[src/rtl/knn_weighted_denoise_assert.svh]
// Assertion macros for the denoise filter.
`ifndef KNN_WEIGHTED_DENOISE_ASSERT_SVH
`define KNN_WEIGHTED_DENOISE_ASSERT_SVH

// ante in one cycle implies cons in the next, outside reset
`define KNNWD_ASSERT_NEXT(lbl, clk, rst, ante, cons) \
  lbl: assert property (@(posedge clk) disable iff (rst) (ante) |=> (cons)) \
    else $error("knnwd: next-cycle check failed");

// cond never holds outside reset
`define KNNWD_ASSERT_NEVER(lbl, clk, rst, cond) \
  lbl: assert property (@(posedge clk) disable iff (rst) !(cond)) \
    else $error("knnwd: forbidden condition seen");

// ante in one cycle implies cons in the next, reset included
`define KNNWD_ASSERT_AFTER(lbl, clk, ante, cons) \
  lbl: assert property (@(posedge clk) (ante) |=> (cons)) \
    else $error("knnwd: post-reset check failed");

`endif

[src/rtl/knnwd_pkg.sv]
package knnwd_pkg;

  // Frame store geometry (MAX_COLS is a power of two: address is {row, col})
  localparam int MAX_ROWS = 64;
  localparam int MAX_COLS = 64;
  localparam int MAX_RADIUS = 8;
  localparam int WEIGHT_FRAC_BITS = 16;

  localparam int ROW_W = $clog2(MAX_ROWS);
  localparam int COL_W = $clog2(MAX_COLS);
  localparam int ADDR_W = ROW_W + COL_W;
  localparam int DEPTH = MAX_ROWS * MAX_COLS;
  localparam int CH = 3;
  localparam int PIX_W = 8 * CH;

  // Stream payload widths
  localparam int IN_FIELDS_W = ROW_W + COL_W + PIX_W;
  localparam int IN_TDATA_W = ((IN_FIELDS_W + 7) / 8) * 8;
  localparam int OUT_TDATA_W = PIX_W;

  // Configuration port
  localparam int CFG_IDX_W = 3;
  localparam int CFG_DATA_W = 16;
  typedef enum logic [CFG_IDX_W-1:0] {
    REG_RADIUS     = 3'd0,
    REG_FRAME_ROWS = 3'd1,
    REG_FRAME_COLS = 3'd2,
    REG_INV_H_SQ   = 3'd3,
    REG_COLOR_MODE = 3'd4
  } knnwd_reg_t;

  localparam int RAD_W = $clog2(MAX_RADIUS + 1);
  localparam int DIM_W = ROW_W + 1;
  localparam logic [3:0] RADIUS_RST = 4'd2;
  localparam logic [6:0] FRAME_ROWS_RST = 7'd64;
  localparam logic [6:0] FRAME_COLS_RST = 7'd64;
  localparam logic [15:0] INV_H_SQ_RST = 16'd655;

  // Window arithmetic
  localparam int OFF_W = RAD_W + 1;          // signed offset dr, dc
  localparam int SUM_W = OFF_W + 1;          // signed dr + dc
  localparam int CRD_W = ROW_W + 2;          // signed neighbour coordinate
  localparam int S2_W = 2 * SUM_W;
  localparam int SQ_W = S2_W + 8;            // spatial dividend and quotient
  localparam int RSQ_W = 2 * RAD_W;
  localparam int SDV_W = SQ_W + RSQ_W;
  localparam int SDIV_STEPS = SQ_W;

  // Range argument
  localparam int DSQ_W = 16;
  localparam int RARG_W = DSQ_W + 16 - 8;

  // Exponential: Q0.24 product chain, one table entry per argument bit
  localparam int EXP_STEPS = 13;
  localparam int EXPK_W = $clog2(EXP_STEPS);
  localparam int EXP_W = 25;
  localparam logic [EXP_W-1:0] EXP_ONE = 25'd16777216;
  localparam int EXP_HALF = 1 << 23;
  localparam int EXP_SH = 24 - WEIGHT_FRAC_BITS;
  localparam int EXP_RND = (EXP_SH > 0) ? (1 << (EXP_SH - 1)) : 0;
  localparam int W_W = WEIGHT_FRAC_BITS + 1;
  localparam int W_HALF = 1 << (WEIGHT_FRAC_BITS - 1);

  localparam logic [23:0] EXP_TAB [EXP_STEPS] = '{
    24'd16711808, 24'd16646655, 24'd16517109, 24'd16261035, 24'd15760736,
    24'd14805841, 24'd13066109, 24'd10175896, 24'd6171993, 24'd2270549,
    24'd307285, 24'd5628, 24'd2
  };

  // Accumulators and final division
  localparam int MAXN_W = $clog2(4 * MAX_RADIUS * MAX_RADIUS);
  localparam int DEN_W = W_W + 8;
  localparam int NUM_W = W_W + 8 + MAXN_W;
  localparam int FDIV_STEPS = 8;

  localparam int STEP_W = $clog2(SDIV_STEPS);
  localparam logic [STEP_W-1:0] SDIV_LAST = STEP_W'(SDIV_STEPS - 1);
  localparam logic [STEP_W-1:0] EXP_LAST = STEP_W'(EXP_STEPS - 1);
  localparam logic [STEP_W-1:0] FDIV_LAST = STEP_W'(FDIV_STEPS - 1);

  // Controller to datapath commands
  typedef struct packed {
    logic store;
    logic latch;
    logic cread;
    logic cload;
    logic nread;
    logic nload;
    logic sq;
    logic rarg;
    logic sdiv;
    logic expo;
    logic rnd;
    logic wmul;
    logic acc;
    logic adv;
    logic finit;
    logic fdiv;
    logic oload;
    logic [STEP_W-1:0] step;
  } knnwd_cmd_t;

  // Datapath to controller status
  typedef struct packed {
    logic in_frame;
    logic last_pos;
    logic rad_zero;
  } knnwd_stat_t;

  // One step of the exp chain: r * exp(-2^(k-8)), rounded back to Q0.24
  function automatic logic [EXP_W-1:0] exp_step(input logic [EXP_W-1:0] r,
                                                input logic [EXPK_W-1:0] k);
    logic [48:0] p;
    p = 49'(r) * 49'(EXP_TAB[k]) + 49'(EXP_HALF);
    return p[48:24];
  endfunction

  // Q0.24 to weight precision; arguments at or above 32.0 give zero
  function automatic logic [W_W-1:0] exp_round(input logic [EXP_W-1:0] r,
                                               input logic big);
    logic [EXP_W:0] t;
    t = (EXP_W + 1)'(r) + (EXP_W + 1)'(EXP_RND);
    return big ? '0 : t[EXP_SH +: W_W];
  endfunction

endpackage

[src/rtl/knnwd_ctrl.sv]
module knnwd_ctrl (
  input  logic                    clk,
  input  logic                    rst,
  input  logic                    s_tvalid,
  output logic                    s_tready,
  input  logic                    s_tuser,
  output logic                    m_tvalid,
  input  logic                    m_tready,
  input  knnwd_pkg::knnwd_stat_t  stat,
  output knnwd_pkg::knnwd_cmd_t   cmd
);
  import knnwd_pkg::*;

  typedef enum logic [14:0] {
    ST_IDLE  = 15'b000000000000001,
    ST_CREAD = 15'b000000000000010,
    ST_CLOAD = 15'b000000000000100,
    ST_NADDR = 15'b000000000001000,
    ST_NLOAD = 15'b000000000010000,
    ST_SQ    = 15'b000000000100000,
    ST_RARG  = 15'b000000001000000,
    ST_SDIV  = 15'b000000010000000,
    ST_EXPO  = 15'b000000100000000,
    ST_RND   = 15'b000001000000000,
    ST_WMUL  = 15'b000010000000000,
    ST_ACC   = 15'b000100000000000,
    ST_FINIT = 15'b001000000000000,
    ST_FDIV  = 15'b010000000000000,
    ST_DONE  = 15'b100000000000000
  } knnwd_state_t;

  knnwd_state_t state;
  knnwd_state_t state_next;
  logic [STEP_W-1:0] step;
  logic [STEP_W-1:0] step_next;
  logic out_valid;
  logic out_valid_next;

  assign s_tready = (state == ST_IDLE);
  assign m_tvalid = out_valid;

  // sequencer
  always_comb begin
    state_next = state;
    step_next = step;
    out_valid_next = out_valid && !m_tready;
    cmd = '0;
    cmd.step = step;
    case (state)
      ST_IDLE: begin
        if (s_tvalid) begin
          if (s_tuser) begin
            cmd.latch = 1'b1;
            state_next = ST_CREAD;
          end else begin
            cmd.store = 1'b1;
          end
        end
      end
      ST_CREAD: begin
        cmd.cread = 1'b1;
        state_next = ST_CLOAD;
      end
      ST_CLOAD: begin
        cmd.cload = 1'b1;
        state_next = stat.rad_zero ? ST_FINIT : ST_NADDR;
      end
      // skip neighbours outside the frame at one a cycle
      ST_NADDR: begin
        if (stat.in_frame) begin
          cmd.nread = 1'b1;
          state_next = ST_NLOAD;
        end else begin
          cmd.adv = 1'b1;
          if (stat.last_pos) begin
            state_next = ST_FINIT;
          end
        end
      end
      ST_NLOAD: begin
        cmd.nload = 1'b1;
        state_next = ST_SQ;
      end
      ST_SQ: begin
        cmd.sq = 1'b1;
        state_next = ST_RARG;
      end
      ST_RARG: begin
        cmd.rarg = 1'b1;
        step_next = SDIV_LAST;
        state_next = ST_SDIV;
      end
      ST_SDIV: begin
        cmd.sdiv = 1'b1;
        if (step == '0) begin
          step_next = '0;
          state_next = ST_EXPO;
        end else begin
          step_next = step - STEP_W'(1);
        end
      end
      ST_EXPO: begin
        cmd.expo = 1'b1;
        if (step == EXP_LAST) begin
          state_next = ST_RND;
        end else begin
          step_next = step + STEP_W'(1);
        end
      end
      ST_RND: begin
        cmd.rnd = 1'b1;
        state_next = ST_WMUL;
      end
      ST_WMUL: begin
        cmd.wmul = 1'b1;
        state_next = ST_ACC;
      end
      ST_ACC: begin
        cmd.acc = 1'b1;
        cmd.adv = 1'b1;
        state_next = stat.last_pos ? ST_FINIT : ST_NADDR;
      end
      ST_FINIT: begin
        cmd.finit = 1'b1;
        step_next = FDIV_LAST;
        state_next = ST_FDIV;
      end
      ST_FDIV: begin
        cmd.fdiv = 1'b1;
        if (step == '0) begin
          state_next = ST_DONE;
        end else begin
          step_next = step - STEP_W'(1);
        end
      end
      // wait for the output register to free up
      ST_DONE: begin
        if (!out_valid || m_tready) begin
          cmd.oload = 1'b1;
          out_valid_next = 1'b1;
          state_next = ST_IDLE;
        end
      end
      default: begin
        state_next = ST_IDLE;
      end
    endcase
  end

  always_ff @(posedge clk) begin
    if (rst) begin
      state <= ST_IDLE;
      step <= '0;
      out_valid <= 1'b0;
    end else begin
      state <= state_next;
      step <= step_next;
      out_valid <= out_valid_next;
    end
  end

endmodule

[config.mk]
export PLATFORM = sky130hd
export DESIGN_NAME = knnwd_ctrl
export DESIGN_NICKNAME = d
export VERILOG_FILES = /design/src/rtl/knn_weighted_denoise_assert.svh /design/src/rtl/knnwd_pkg.sv /design/src/rtl/knnwd_ctrl.sv
export SDC_FILE = /design/constraint.sdc
export NUM_CORES = 1
export LEC_CHECK = 0
export ABC_AREA = 1
export BUFFER_PORTS_ARGS = -buffer_cell sky130_fd_sc_hd__buf_2
export CORE_MARGIN = 4
export CORE_UTILIZATION = 44
export DETAILED_ROUTE_END_ITERATION = 10
export PLACE_DENSITY = 0.66
export SLEW_MARGIN = 5
export SYNTH_ARGS = -nofsm -noshare
export SYNTH_HDL_FRONTEND = slang
export SYNTH_SLANG_ARGS = --single-unit
[constraint.sdc]
create_clock -name clk -period 2.2 [get_ports clk]
set_input_delay 0.44 -clock clk [delete_from_list [all_inputs] [get_ports clk]]
set_output_delay 0.44 -clock clk [all_outputs]
set_load 0.1 [all_outputs]
==> flow_metrics.env <==
export IMPL_die_w_um=67.9
export IMPL_grt_overflow=0
export IMPL_cts_htree_levels=1
export IMPL_min_period_over_period_pct=96.3
export IMPL_slowest_stage="dfxtp_1"
export IMPL_async_flop_share_pct=0
export IMPL_vias_per_cell=4.74
export IMPL_worst_slack_ns=0.0824
export IMPL_wl_per_cell_um=11.4
export IMPL_layout_common_cells="nand2_1, inv_1, nor2_1"
export IMPL_slew_viol_final=0
export IMPL_leakagePower_uw=0.00123
export IMPL_holdPathStages=2
export IMPL_gp_congestion=0.819
export IMPL_vias=1693
export IMPL_initial_core_util_pct=46.5
export IMPL_postLayoutCellArea_um2=2210
export IMPL_yosysSeqAreaShare_pct=26.6
export IMPL_crit_chain="nor2_4 -> nand2_4 -> nor2_4 -> nand2_4 -> nor3b_4 -> buf_12"
export IMPL_die_area_um2=4610
export IMPL_grt_pass1_vias=1495
export IMPL_grt_use_total_pct=18.6
export IMPL_dp_hpwl_um=3120
export IMPL_core_area_um2=3390
export IMPL_drive_gt1_share_pct=28.0
export IMPL_synthCells=274
export IMPL_fp_row_count=21
export IMPL_num_fill_cells=318
export IMPL_yosysUniqueCellTypes=32
export IMPL_register_area_um2=428
export IMPL_ys_warn_count=0
export IMPL_synth_area_per_cell_um2=5.76
export IMPL_r2r_cells=10
export IMPL_synth_enable_flop_cells=0
export IMPL_syn_nets=284
export IMPL_power_frac_comb_pct=68.1
export IMPL_power_density_nw_per_um2=941
export IMPL_outcome="finished clean"
export IMPL_grt_max_degree=18
export IMPL_whs_ns=0.339
export IMPL_min_period_ns=2.12
export IMPL_slowest_delay_ns=0.37
export IMPL_wirelength_um=4080
export IMPL_setup_violations=0
export IMPL_drv_cap=0
export IMPL_antenna_left=0
export IMPL_die_y_um=67.9
export IMPL_cts_reportedPaths_clkPinSlew_ns=0.12
export IMPL_arrival_ns=1.68
export IMPL_cts_sinks=21
export IMPL_fin_util_pct=65.3
export IMPL_clockBufferDepth=2
export IMPL_ys_ff_latch=21
export IMPL_power_switching_uw=1140
export IMPL_synthFlopType="dfxtp_1"
export IMPL_syn2layout_area_growth_pct=40.3
export IMPL_p_clk_share_pct=8.9
export IMPL_portBuffers=31
export IMPL_endpoint_kind="output pin"
export IMPL_place_ws_ns=0.176
export IMPL_grt_pass1_wl_um=6570
export IMPL_hold_violations=0
export IMPL_seqPwrFrac_pct=23.0
export IMPL_placed_cell_area_um2=2060
export IMPL_remaining_drc_errors=0
export IMPL_clock_latency_ns=0.31
export IMPL_critPathLaunchType="flip-flop"
export IMPL_max_slew_margin_rel_pct=64.3
export IMPL_antenna_found_initial=0
export IMPL_critical_path_class="flip-flop to output pin"
export IMPL_peakVddDrop_mv=1.07
export IMPL_skew_ns=0.00765
export IMPL_nets=322
export IMPL_clock_root_buffer="clkbuf_4"
export IMPL_multiInputGateArea_um2=1020
export IMPL_hp_class="input pin to flip-flop"
export IMPL_max_slew_worst_pin_slew_ns=0.532
export IMPL_io_pins=32
export IMPL_cts_buffers=3
export IMPL_drt_iter0_markers=86
export IMPL_rsz0062_at_grt="true"
export IMPL_netlist_area_um2=1580
export IMPL_layout_commonest_cell="nand2_1"
export IMPL_cts_tree="built"
export IMPL_intPower_uw=940
export IMPL_dr_pass1_iters=4
export IMPL_crit_fanout=5
export IMPL_cp_required_ns=1.76
export IMPL_max_freq_mhz=472
export IMPL_switching_share_pct=54.9
export IMPL_n_antenna_cell=0
[logic make-up (layout without fill, tap and decap cells)]
kind of cell             after synthesis  in the layout  synth area share (%)
XOR/XNOR                               5              5                  2.78
AO/OA/AOI/OAI                         13             13                  4.92
adder cells (fa/ha/maj)                2              2                  1.59
buffers and inverters                 60             97                  14.8
flip-flops                            21             21                  26.6
AND/OR/NAND/NOR                      173            173                  49.2
[final cells by class]
class                   instances  share of cell area, %
flip-flops and latches         21                   19.3
clock buffers                   4                   1.19
multi-input cells             193                   46.1
repair buffers                 36                   21.1
well taps                      46                   2.60
inverters                      57                   9.67
[cell usage after synthesis (3+ instances only)]
cell / count / area (µm²)
nand2_1: 71 / 267
inv_1: 54 / 203
nor2_1: 53 / 199
nand3_1: 25 / 125
dfxtp_1: 21 / 420
nand2_2: 5 / 31.3
nor2_2: 5 / 31.3
a21oi_1: 4 / 20.0
nand4_1: 4 / 25.0
o21ai_1: 3 / 15.0
xor2_1: 3 / 26.3
[power groups by stage]
stage / Clock, µW / Combinational [µW] / Sequential, µW
6_report: 186 / 1420 / 479
5_1_grt: 213 / 1530 / 485
3_5_place_dp: 0 / 1280 / 483
4_1_cts: 193 / 1320 / 474
2_1_floorplan: 0 / 860 / 594
3_3_place_gp: 0 / 1260 / 480
[worst paths after layout]
kind,to,slack [ns],start
hold / removal,state[14],0.34,rst
setup / recovery,cmd[21],0.08,state[12]
setup reg to reg,step[1],0.39,step[0]
hold reg to reg,m_tvalid,0.50,m_tvalid
[critical path, delay by kind of cell (launching register included)]
family                 cells  cell delay (ns)
and+or+nand+nor            5             0.79
buffers and inverters      1             0.20
DFF                        1             0.37
[timing repair]
action,CTS,global route
cloned,0,0
endpoints found under the setup margin,9,13
buffers inserted,0,4
gates resized for setup,9,25
hold buffers,0,0
pin swaps,3,10
[metal layers]
layer	vias to the layer above	wire [µm]	GRT usage, %
met5	-	0	0
met4	0	12	4.96
met3	2	196	4.43
met2	32	1940	31.0
met1	761	1930	24.1
li1	898	-	-
[stage by stage]
stage               TNS [ns]  power, µW  cells
finish                     0       2080    357
global route        -0.00825       2220    357
CTS                        0       1990    353
detailed placement         0       1760    349
global placement           0       1740    349
floorplan             -0.439       1450    274
[flip-flops by register name, indices dropped and copies added, names as in the netlist]
name	flops
state	15
step	5
m_tvalid	1
No activity file was read; power rests on OpenSTA's default activity.
